$ cat src/lcim_pkg.sv
`timescale 1ns / 1ps

package lcim_pkg;

  // default build choices
  localparam int MAX_CYCLES_DEF = 3;
  localparam int MAX_SKIP_DEF   = 3;
  localparam int DISC_FLOOR     = 1;
  localparam int SAMPLE_FLOOR   = 2;

  // struct fields are sized for the widest parameter setting
  localparam int CYC_W  = 4;
  localparam int SKIP_W = 3;

  localparam logic [31:0] CLOCK_HZ      = 32'd16_000_000;
  localparam logic [15:0] TIMEOUT_RESET = 16'd500;

  // port geometry
  localparam int CMD_W      = 2;
  localparam int STATUS_W   = 2;
  localparam int IN_DATA_W  = 24;
  localparam int OUT_DATA_W = 136;
  localparam int CFG_ADDR_W = 1;
  localparam int CFG_DATA_W = 32;

  // shared divider
  localparam int QW         = 80;
  localparam int DIVL_STEPS = 80;
  localparam int DIVF_STEPS = 32;
  localparam int STEP_W     = $clog2(DIVL_STEPS + 1);

  localparam logic [CMD_W-1:0] CMD_START   = 2'd0;
  localparam logic [CMD_W-1:0] CMD_CAPTURE = 2'd1;
  localparam logic [CMD_W-1:0] CMD_TICK    = 2'd2;

  localparam logic [STATUS_W-1:0] ST_OK         = 2'd0;
  localparam logic [STATUS_W-1:0] ST_NO_CAPTURE = 2'd1;
  localparam logic [STATUS_W-1:0] ST_REF_ONLY   = 2'd2;

  localparam logic [CFG_ADDR_W-1:0] REG_TIMEOUT = 1'b0;
  localparam logic [CFG_ADDR_W-1:0] REG_COEFF   = 1'b1;

  typedef enum logic [1:0] {
    OP_NONE  = 2'd0,
    OP_MUL   = 2'd1,
    OP_DLOAD = 2'd2,
    OP_DSTEP = 2'd3
  } lcim_op_t;

  // end of a measurement, handed to the sequencer
  typedef struct packed {
    logic                valid;
    logic [STATUS_W-1:0] status;
    logic [31:0]         time_span;
    logic [CYC_W-1:0]    cycles;
    logic [SKIP_W-1:0]   discard;
  } lcim_fin_t;

endpackage

$ cat src/lcim_arith.sv
`timescale 1ns / 1ps

module lcim_arith (
  input  logic                     clk,
  input  lcim_pkg::lcim_op_t       op,
  input  logic [31:0]              mul_a,
  input  logic [31:0]              mul_b,
  input  logic [lcim_pkg::QW-1:0]  div_dividend,
  input  logic [31:0]              div_divisor,
  output logic [63:0]              prod,
  output logic [lcim_pkg::QW-1:0]  quo
);
  import lcim_pkg::*;

  logic [63:0]   prod_r;
  logic [QW-1:0] quo_r;
  logic [31:0]   rem_r;
  logic [31:0]   div_r;
  logic [32:0]   trial;
  logic [32:0]   diff;
  logic          fits;

  // restoring divide, one quotient bit per step, shifted in at the bottom
  assign trial = {rem_r, quo_r[QW-1]};
  assign diff  = trial - {1'b0, div_r};
  assign fits  = ~diff[32];

  always_ff @(posedge clk) begin
    case (op)
      OP_MUL: begin
        prod_r <= 64'(mul_a) * 64'(mul_b);
      end
      OP_DLOAD: begin
        quo_r <= div_dividend;
        rem_r <= '0;
        div_r <= div_divisor;
      end
      OP_DSTEP: begin
        quo_r <= {quo_r[QW-2:0], fits};
        rem_r <= fits ? diff[31:0] : trial[31:0];
      end
      default: ;
    endcase
  end

  assign prod = prod_r;
  assign quo  = quo_r;

endmodule

$ cat src/lcim_meas.sv
`timescale 1ns / 1ps

module lcim_meas #(
  parameter int MAX_CYCLES = lcim_pkg::MAX_CYCLES_DEF,
  parameter int MAX_SKIP   = lcim_pkg::MAX_SKIP_DEF
) (
  input  logic                        clk,
  input  logic                        rst_n,
  input  logic                        item_valid,
  input  logic [lcim_pkg::CMD_W-1:0]  command,
  input  logic [15:0]                 capture_value,
  input  logic [7:0]                  overflow_count,
  input  logic [15:0]                 timeout_ticks,
  output lcim_pkg::lcim_fin_t         fin
);
  import lcim_pkg::*;

  localparam int CW = $clog2(MAX_CYCLES + 1);
  localparam int DW = $clog2(MAX_SKIP + 1);

  typedef enum logic [2:0] {
    PH_IDLE = 3'b001,
    PH_REF  = 3'b010,
    PH_COL  = 3'b100
  } phase_t;

  phase_t         phase_r, phase_nxt;
  logic [2:0]     seen_r, seen_nxt;
  logic [CW-1:0]  cyc_r, cyc_nxt;
  logic [15:0]    elapsed_r, elapsed_nxt;
  logic [15:0]    ref_cap_r, ref_cap_nxt;
  logic [7:0]     ref_ovf_r, ref_ovf_nxt;
  logic [15:0]    end_cap_r, end_cap_nxt;
  logic [7:0]     last_ovf_r, last_ovf_nxt;
  logic [DW-1:0]  disc_r, disc_nxt;

  logic [2:0]          seen_inc;
  logic [CW-1:0]       cyc_inc;
  logic [15:0]         el_inc;
  logic [15:0]         src_cap;
  logic [7:0]          src_ovf;
  logic [7:0]          ovf_diff;
  logic [31:0]         span;
  logic                done;
  logic [STATUS_W-1:0] end_status;
  logic [CW-1:0]       end_cycles;

  assign seen_inc = (seen_r != 3'd7) ? seen_r + 3'd1 : seen_r;
  assign cyc_inc  = cyc_r + CW'(1);
  assign el_inc   = (elapsed_r != 16'hFFFF) ? elapsed_r + 16'd1 : elapsed_r;

  // a capture that ends the run brings its own timestamp as the last one
  assign src_cap  = (command == CMD_CAPTURE) ? capture_value : end_cap_r;
  assign src_ovf  = (command == CMD_CAPTURE) ? overflow_count : last_ovf_r;
  assign ovf_diff = src_ovf - ref_ovf_r;
  assign span     = {16'd0, src_cap} - {16'd0, ref_cap_r} + {8'd0, ovf_diff, 16'd0};

  always_comb begin
    phase_nxt    = phase_r;
    seen_nxt     = seen_r;
    cyc_nxt      = cyc_r;
    elapsed_nxt  = elapsed_r;
    ref_cap_nxt  = ref_cap_r;
    ref_ovf_nxt  = ref_ovf_r;
    end_cap_nxt  = end_cap_r;
    last_ovf_nxt = last_ovf_r;
    disc_nxt     = disc_r;
    done         = 1'b0;
    end_status   = ST_OK;
    end_cycles   = cyc_r;

    if (item_valid) begin
      case (command)
        CMD_START: begin
          phase_nxt   = PH_REF;
          seen_nxt    = '0;
          cyc_nxt     = '0;
          elapsed_nxt = '0;
        end
        CMD_CAPTURE: begin
          if (phase_r != PH_IDLE) begin
            seen_nxt = seen_inc;
            if (phase_r == PH_REF) begin
              if (int'(seen_inc) >= int'(disc_r)) begin
                ref_cap_nxt  = capture_value;
                ref_ovf_nxt  = overflow_count;
                end_cap_nxt  = capture_value;
                last_ovf_nxt = overflow_count;
                cyc_nxt      = '0;
                elapsed_nxt  = '0;
                phase_nxt    = PH_COL;
              end
            end else begin
              cyc_nxt      = cyc_inc;
              end_cap_nxt  = capture_value;
              last_ovf_nxt = overflow_count;
              if (int'(cyc_inc) >= MAX_CYCLES) begin
                done       = 1'b1;
                end_cycles = cyc_inc;
              end
            end
          end
        end
        CMD_TICK: begin
          if (phase_r != PH_IDLE) begin
            elapsed_nxt = el_inc;
            if (el_inc >= timeout_ticks) begin
              done = 1'b1;
              if (phase_r == PH_REF) begin
                end_status = ST_NO_CAPTURE;
              end else if (cyc_r == '0) begin
                end_status = ST_REF_ONLY;
              end
            end
          end
        end
        default: ;
      endcase
    end

    fin            = '0;
    fin.status     = end_status;
    if (done) begin
      phase_nxt = PH_IDLE;
      fin.valid = 1'b1;
      if (end_status == ST_OK) begin
        fin.time_span = span;
        fin.cycles    = CYC_W'(end_cycles);
        if (int'(end_cycles) > SAMPLE_FLOOR && int'(disc_r) < MAX_SKIP) begin
          disc_nxt = disc_r + DW'(1);
        end
      end else if (int'(disc_r) > DISC_FLOOR) begin
        disc_nxt = disc_r - DW'(1);
      end
    end
    fin.discard = SKIP_W'(disc_nxt);
  end

  always_ff @(posedge clk) begin
    if (!rst_n) begin
      phase_r    <= PH_IDLE;
      seen_r     <= '0;
      cyc_r      <= '0;
      elapsed_r  <= '0;
      ref_cap_r  <= '0;
      ref_ovf_r  <= '0;
      end_cap_r  <= '0;
      last_ovf_r <= '0;
      disc_r     <= DW'(DISC_FLOOR);
    end else begin
      phase_r    <= phase_nxt;
      seen_r     <= seen_nxt;
      cyc_r      <= cyc_nxt;
      elapsed_r  <= elapsed_nxt;
      ref_cap_r  <= ref_cap_nxt;
      ref_ovf_r  <= ref_ovf_nxt;
      end_cap_r  <= end_cap_nxt;
      last_ovf_r <= last_ovf_nxt;
      disc_r     <= disc_nxt;
    end
  end

  a_cyc_bound: assert property (@(posedge clk) disable iff (!rst_n)
    phase_r == PH_COL |-> int'(cyc_r) < MAX_CYCLES)
    else $error("cycle count reached its limit without ending the run");

  a_disc_range: assert property (@(posedge clk) disable iff (!rst_n)
    int'(disc_r) >= DISC_FLOOR && int'(disc_r) <= MAX_SKIP)
    else $error("discard count left its adaptation range");

  a_ref_reached: assert property (@(posedge clk) disable iff (!rst_n)
    phase_r == PH_COL |-> int'(seen_r) >= int'(disc_r))
    else $error("collecting before the reference capture was reached");

endmodule

$ cat src/lc_ringing_inductance_meter.sv
`timescale 1ns / 1ps

// LC ringing inductance meter.
// Input stream: in_tuser carries the command (start, capture, tick), in_tdata the
// timer value and overflow count of a capture. Starts, captures and ticks that do
// not end a measurement are taken one per cycle, back to back, while in_tready is high.
// A measurement ends on the last capture of a run or on a phase timeout; that
// transaction produces one result on the output stream (status in out_tuser).
// An ok result with nonzero time runs through one shared 32x32 multiplier and
// one shift-subtract divider: three multiplies, an 80-step divide for the
// inductance and a 32-step divide for the frequency, so in_tready stays low through
// the multiplies and divides, and the result appears as it rises again.
// Other results skip the multiplier and divider.
// Results sit in an output register; the next item is accepted while a result
// waits. If the receiver stalls and another result is due, the block holds that
// result and keeps in_tready low until the output register frees up.
// Configuration (timeout_ticks at index 0, inductance_coeff at index 1) is written
// through cfg_we/cfg_addr/cfg_wdata; the user must write it only while the block
// is idle; the block does not enforce it. Reset (rst_n low, synchronous) returns
// to idle with discard count 1, timeout 500, coefficient 0, and drops any pending result.

module lc_ringing_inductance_meter #(
  parameter int MAX_CYCLES = lcim_pkg::MAX_CYCLES_DEF,
  parameter int MAX_SKIP   = lcim_pkg::MAX_SKIP_DEF
) (
  input  logic                             clk,
  input  logic                             rst_n,
  input  logic                             in_tvalid,
  output logic                             in_tready,
  input  logic [lcim_pkg::CMD_W-1:0]       in_tuser,  // command
  input  logic [lcim_pkg::IN_DATA_W-1:0]   in_tdata,  // capture_value, overflow_count
  output logic                             out_tvalid,
  input  logic                             out_tready,
  output logic [lcim_pkg::STATUS_W-1:0]    out_tuser, // status
  // total time, cycle_count, frequency_hz, inductance_pico, discard_level, zero pad
  output logic [lcim_pkg::OUT_DATA_W-1:0]  out_tdata,
  input  logic                             cfg_we,
  input  logic [lcim_pkg::CFG_ADDR_W-1:0]  cfg_addr,
  input  logic [lcim_pkg::CFG_DATA_W-1:0]  cfg_wdata
);
  import lcim_pkg::*;

  typedef enum logic [8:0] {
    S_IDLE  = 9'b000000001,
    S_SQ    = 9'b000000010,
    S_MLO   = 9'b000000100,
    S_MHI   = 9'b000001000,
    S_LOADL = 9'b000010000,
    S_DIVL  = 9'b000100000,
    S_LOADF = 9'b001000000,
    S_DIVF  = 9'b010000000,
    S_DONE  = 9'b100000000
  } seq_t;

  logic [15:0] timeout_r;
  logic [31:0] coeff_r;

  seq_t                state_r, state_nxt;
  logic [STEP_W-1:0]   step_r, step_nxt;
  logic [STATUS_W-1:0] res_status_r, res_status_nxt;
  logic [31:0]         t_r, t_nxt;
  logic [CYC_W-1:0]    n_r, n_nxt;
  logic [SKIP_W-1:0]   disc_r, disc_nxt;
  logic [31:0]         sq_hi_r, sq_hi_nxt;
  logic [63:0]         pa_r, pa_nxt;
  logic [63:0]         ind_r, ind_nxt;
  logic [31:0]         freq_r, freq_nxt;
  logic                out_valid_r, out_valid_nxt;
  logic [STATUS_W-1:0] out_status_r, out_status_nxt;
  logic [OUT_DATA_W-1:0] out_data_r, out_data_nxt;

  logic            in_accept;
  lcim_fin_t       fin;
  lcim_op_t        op;
  logic [31:0]     mul_a;
  logic [31:0]     mul_b;
  logic [QW-1:0]   div_dividend;
  logic [31:0]     div_divisor;
  logic [63:0]     prod;
  logic [QW-1:0]   quo;
  logic [95:0]     wide_sum;
  logic [2*CYC_W-1:0] n_sq;
  logic [31:0]     freq_num;

  assign in_tready  = (state_r == S_IDLE);
  assign in_accept  = in_tvalid & in_tready;
  assign out_tvalid = out_valid_r;
  assign out_tuser  = out_status_r;
  assign out_tdata  = out_data_r;

  always_ff @(posedge clk) begin
    if (!rst_n) begin
      timeout_r <= TIMEOUT_RESET;
      coeff_r   <= '0;
    end else if (cfg_we) begin
      case (cfg_addr)
        REG_TIMEOUT: timeout_r <= cfg_wdata[15:0];
        REG_COEFF:   coeff_r   <= cfg_wdata;
        default: ;
      endcase
    end
  end

  lcim_meas #(
    .MAX_CYCLES (MAX_CYCLES),
    .MAX_SKIP   (MAX_SKIP)
  ) u_meas (
    .clk            (clk),
    .rst_n          (rst_n),
    .item_valid     (in_accept),
    .command        (in_tuser),
    .capture_value  (in_tdata[15:0]),
    .overflow_count (in_tdata[23:16]),
    .timeout_ticks  (timeout_r),
    .fin            (fin)
  );

  lcim_arith u_arith (
    .clk          (clk),
    .op           (op),
    .mul_a        (mul_a),
    .mul_b        (mul_b),
    .div_dividend (div_dividend),
    .div_divisor  (div_divisor),
    .prod         (prod),
    .quo          (quo)
  );

  // coeff * t^2 from its two partial products, then drop the Q16 fraction
  assign wide_sum = {prod, 32'd0} + {32'd0, pa_r};
  assign n_sq     = {{CYC_W{1'b0}}, n_r} * {{CYC_W{1'b0}}, n_r};
  assign freq_num = 32'(n_r) * CLOCK_HZ;

  always_comb begin
    state_nxt      = state_r;
    step_nxt       = step_r;
    res_status_nxt = res_status_r;
    t_nxt          = t_r;
    n_nxt          = n_r;
    disc_nxt       = disc_r;
    sq_hi_nxt      = sq_hi_r;
    pa_nxt         = pa_r;
    ind_nxt        = ind_r;
    freq_nxt       = freq_r;
    out_valid_nxt  = out_valid_r;
    out_status_nxt = out_status_r;
    out_data_nxt   = out_data_r;
    op             = OP_NONE;
    mul_a          = t_r;
    mul_b          = t_r;
    div_dividend   = '0;
    div_divisor    = '0;

    if (out_valid_r && out_tready) begin
      out_valid_nxt = 1'b0;
    end

    case (state_r)
      S_IDLE: begin
        if (in_accept && fin.valid) begin
          res_status_nxt = fin.status;
          t_nxt          = fin.time_span;
          n_nxt          = fin.cycles;
          disc_nxt       = fin.discard;
          ind_nxt        = '0;
          freq_nxt       = '0;
          if (fin.status == ST_OK && fin.time_span != '0) begin
            state_nxt = S_SQ;
          end else begin
            // zero time saturates the frequency
            if (fin.status == ST_OK) begin
              freq_nxt = '1;
            end
            state_nxt = S_DONE;
          end
        end
      end
      S_SQ: begin
        op        = OP_MUL;
        state_nxt = S_MLO;
      end
      S_MLO: begin
        op        = OP_MUL;
        mul_a     = prod[31:0];
        mul_b     = coeff_r;
        sq_hi_nxt = prod[63:32];
        state_nxt = S_MHI;
      end
      S_MHI: begin
        op        = OP_MUL;
        mul_a     = sq_hi_r;
        mul_b     = coeff_r;
        pa_nxt    = prod;
        state_nxt = S_LOADL;
      end
      S_LOADL: begin
        op           = OP_DLOAD;
        div_dividend = wide_sum[95:16];
        div_divisor  = 32'(n_sq);
        step_nxt     = STEP_W'(DIVL_STEPS);
        state_nxt    = S_DIVL;
      end
      S_DIVL: begin
        op       = OP_DSTEP;
        step_nxt = step_r - STEP_W'(1);
        if (step_r == STEP_W'(1)) begin
          state_nxt = S_LOADF;
        end
      end
      S_LOADF: begin
        ind_nxt      = (|quo[QW-1:64]) ? '1 : quo[63:0];
        op           = OP_DLOAD;
        div_dividend = {freq_num, {(QW-32){1'b0}}};
        div_divisor  = t_r;
        step_nxt     = STEP_W'(DIVF_STEPS);
        state_nxt    = S_DIVF;
      end
      S_DIVF: begin
        op       = OP_DSTEP;
        step_nxt = step_r - STEP_W'(1);
        if (step_r == STEP_W'(1)) begin
          state_nxt = S_DONE;
        end
      end
      S_DONE: begin
        if (!out_valid_r || out_tready) begin
          out_valid_nxt  = 1'b1;
          out_status_nxt = res_status_r;
          // the frequency quotient is ready here when the divides ran
          out_data_nxt   = {4'd0, disc_r[1:0], ind_r,
                            ((res_status_r == ST_OK && t_r != '0) ? quo[31:0] : freq_r),
                            n_r[1:0], t_r};
          state_nxt      = S_IDLE;
        end
      end
      default: begin
        state_nxt = S_IDLE;
      end
    endcase
  end

  always_ff @(posedge clk) begin
    if (!rst_n) begin
      state_r     <= S_IDLE;
      out_valid_r <= 1'b0;
    end else begin
      state_r     <= state_nxt;
      out_valid_r <= out_valid_nxt;
    end
  end

  always_ff @(posedge clk) begin
    step_r       <= step_nxt;
    res_status_r <= res_status_nxt;
    t_r          <= t_nxt;
    n_r          <= n_nxt;
    disc_r       <= disc_nxt;
    sq_hi_r      <= sq_hi_nxt;
    pa_r         <= pa_nxt;
    ind_r        <= ind_nxt;
    freq_r       <= freq_nxt;
    out_status_r <= out_status_nxt;
    out_data_r   <= out_data_nxt;
  end

  a_arith_ok_only: assert property (@(posedge clk) disable iff (!rst_n)
    state_r == S_SQ |-> (t_r != '0 && res_status_r == ST_OK))
    else $error("arithmetic started for a result that needs none");

  a_divl_to_f: assert property (@(posedge clk) disable iff (!rst_n)
    (state_r == S_DIVL && step_r == STEP_W'(1)) |=> state_r == S_LOADF)
    else $error("inductance divide did not hand over to the frequency divide");

  a_fail_zero: assert property (@(posedge clk) disable iff (!rst_n)
    (out_valid_r && out_status_r != ST_OK) |-> out_data_r[129:0] == '0)
    else $error("failed measurement carries nonzero figures");

endmodule

$ cat config.mk
export PLATFORM = sky130hd
export DESIGN_NAME = lc_ringing_inductance_meter
export DESIGN_NICKNAME = d
export VERILOG_FILES = /design/src/lcim_pkg.sv /design/src/lcim_arith.sv /design/src/lcim_meas.sv /design/src/lc_ringing_inductance_meter.sv
export SDC_FILE = /design/constraint.sdc
export NUM_CORES = 2
export LEC_CHECK = 0
export BUFFER_PORTS_ARGS = -buffer_cell sky130_fd_sc_hd__buf_2
export CORE_MARGIN = 10
export CORE_UTILIZATION = 32
export DETAILED_ROUTE_END_ITERATION = 10
export GPL_ROUTABILITY_DRIVEN = 0
export SYNTH_ARGS = -nofsm -noshare
export SYNTH_HDL_FRONTEND = slang
export SYNTH_SLANG_ARGS = --single-unit
$ cat constraint.sdc
create_clock -name clk -period 12.7 [get_ports clk]
set_input_delay 0.635 -clock clk [delete_from_list [all_inputs] [get_ports clk]]
set_output_delay 0.635 -clock clk [all_outputs]
set_load 0.1 [all_outputs]
==> metrics.csv <==
metric,value,unit
fin_crit_sh,0.882,
start_kind,flip-flop,
grt_max_degree,84,
drv_slew,0,
post_cts_buffers,0,
cts_resized,0,
pwr-share-clk,0.461,
swShare,0.229,
postSynthAreaPerCell,9.69,sq um
cts.path.max_buffers,3,
crit_type,reg -> reg,
cts_hold_buf,0,
die-area,216000,sq um
max_stage_delay,1.07,ns
cts-root-buf,clkbuf_16,
dp_cells,9150,
fin_nets,7948,
setup_viol,0,
drive_gt1_frac,0.0707,
grt_pass1_wl,314,mm
worstSetupEndpointType,flip-flop,
yosys.area_share.adder,0.362,
dp_hpwl,164,mm
fin_util,0.353,
drt_iter0_markers,4761,
r2r_slack,1.50,ns
yosysTopAreaCell,fa_1,
fmax,0.0893,GHz
top_usage_layer,met2,
viasPerCell,5.10,
pin_count,204,
stdcell_count,9291,
wl,210,mm
fp.dieH,465,um
intPower,3.69,mW
min_to,coeff_r[31],
seq_area_frac_synth,0.293,
min_period,11.20,ns
synth_top_family_by_area,adder cells,
crit_required,13.11,ns
hold_class,in -> reg,
whs,0.218,ns
clk_latency,0.68,ns
muxShareOfSynthArea,0.00945,
syn2layout_area_growth,9.75,%
cap_viol_max_count,0,
routedWlPerCell,22.6,um
r2r_cells,29,
synth_edf_count,532,
rsz0062_at_grt,no,
cts_tree,yes,
synthTopCellsByArea,"fa_1 (28%), edfxtp_1 (25%), ha_1 (7.8%)",
hold_violations,0,
gr-usage-met2,0.284,
path_max_fanout,32,
ant_nets,0,
nFillCells,19800,
antenna_found_initial,12,
io_buffers,199,
syn_inst,6550,
setup_ws,1.50,ns
critPathMostFrequentCell,fa_1,
synthXorXnorAreaFrac,0.0258,
power_per_cell_area,68.7,nW/um^2
grt_overflow_total,0,
fin_area,69600,sq um
htree_num_levels,3,
ir_drop,0.0873,mV
power_frac_seq,0.489,
multiInputGateArea,39800,sq um
synth_area,63400,sq um
worstPathArrival,11.60,ns
num_rows,163,
postSynth.asyncResetShare,0,
p_comb_frac,0.051,
yosysWarnings,0,
reg2reg_from,state_r[0],
ys_seq_elements,664,
remaining_drc_errors,0,
synth.most_common_cell,inv_1,
hold_start,cfg_wdata[31],
relSlewSlack,0.0141,
pre_cts_ws,1.74,ns
placed_area,67200,sq um
synth_compound_area_frac,0.0800,
synthSimpleGateAreaFrac,0.148,
r2r-end,u_arith.prod[58],
regArea,18600,sq um
total_power,4.79,mW
synth_ff_type,edfxtp_1,
initial_core_util,0.322,
via_count,47400,
die_x,465,um
path_clk_slew,0.06,ns
cellLeakagePower,31.2,nW
grt_use_met3,0.0599,
status,"finished, final reports clean",
yosys-top-cells-count,"inv_1 (1015), nand2_1 (958), fa_1 (901)",
synth_top_area_frac,0.284,
critPathSlowestCell,and2_1,
grt_pass1_vias,48500,
cts_buffers,76,
clock-sinks,664,
core_area,197000,sq um
ys_types,93,
drt_first_pass_iters,7,
use_met1,0.246,
grtUsageTotal,0.190,
worst_pin_slew,1.48,ns
fin_setup_tns,0,ns
clock_skew,0.0273,ns
net-switching-power,1.10,mW
holdPathStages,3,
## how the worst max path moves through the flow
| stage | from | end | slack, ns | cells past startpoint |
|---|---|---|---|---|
| detailed placement | state_r[0] | u_arith.prod[63] | 1.74 | 31 |
| global placement | state_r[8] | u_arith.prod[63] | 1.93 | 31 |
| global route | state_r[0] | u_arith.prod[58] | 1.05 | 29 |
| CTS | state_r[0] | u_arith.prod[63] | 1.73 | 31 |
| finish | state_r[0] | u_arith.prod[58] | 1.50 | 29 |
| floorplan | state_r[8] | u_arith.prod[57] | 2.54 | 33 |
## power groups by stage
stage | Combinational (mW) | Sequential (mW) | Clock (mW)
finish | 0.242 | 2.34 | 2.21
global placement | 0.233 | 2.38 | 0
detailed placement | 0.237 | 2.38 | 0
CTS | 0.239 | 2.34 | 2.25
floorplan | 0.166 | 2.38 | 0
global route | 0.263 | 2.34 | 2.34
## critical path, delay by kind of cell (launching register included)
kind | cells | cell delay (ns)
flip-flops | 1 | 0.37
adder cells (fa/ha/maj) | 9 | 4.60
XOR/XNOR | 1 | 0.09
AND/OR/NAND/NOR | 8 | 3.32
buffers and inverters | 2 | 0.11
AO/OA/AOI/OAI | 9 | 2.39
## cells by family after synthesis
kind of cell | after synthesis
fa+ha+maj | 1296
xor+xnor | 187
mux | 57
buf+inv | 1338
other cells | 1
flops | 664
simple gates | 2231
compound gates | 776
## area by class of cell
cell class                      instances  area share
Antenna cell                            3    0.000108
Sequential cell                       664       0.267
Clock inverter                         49     0.00747
Tap cell                             2640      0.0474
Inverter                             1015      0.0547
Clock buffer                           89      0.0280
Timing Repair Buffer                  280      0.0236
Multi-Input combinational cell       4551       0.571
## flip-flops by register name (all words and copies together) (netlist names), 48 cells and up
signal        cells
ind_r            64
out_tdata       132
pa_r             48
u_arith.prod     64
u_arith.quo      80
## layer usage
metal	wire (um)	part of all wire
met1	83800	0.40
met2	88700	0.42
met3	23800	0.11
met4	13300	0.063
met5	48	0.00023
## cell usage in the layout (no fill, tap or decap), drive strengths merged, types with 25 or more instances in the layout
master	synthesis	routed
a21o	72	72
nor3	42	42
nor2	865	865
xnor2	107	107
nor2b	45	45
and2	106	106
nand2b	27	27
edfxtp	532	532
fa	901	901
a211oi	25	25
dfxtp	132	132
mux2i	34	34
buf	66	280
o21ai	189	189
a21oi	180	180
ha	395	395
nand4	37	37
a21boi	97	97
o21a	30	30
and3	27	27
nor4	25	25
clkbuf	255	89
xor2	80	80
inv	1015	1023
nand2	959	959
a22oi	47	47
nand3	52	52
clkinv	0	29
No activity file was read; power rests on OpenSTA's default activity.
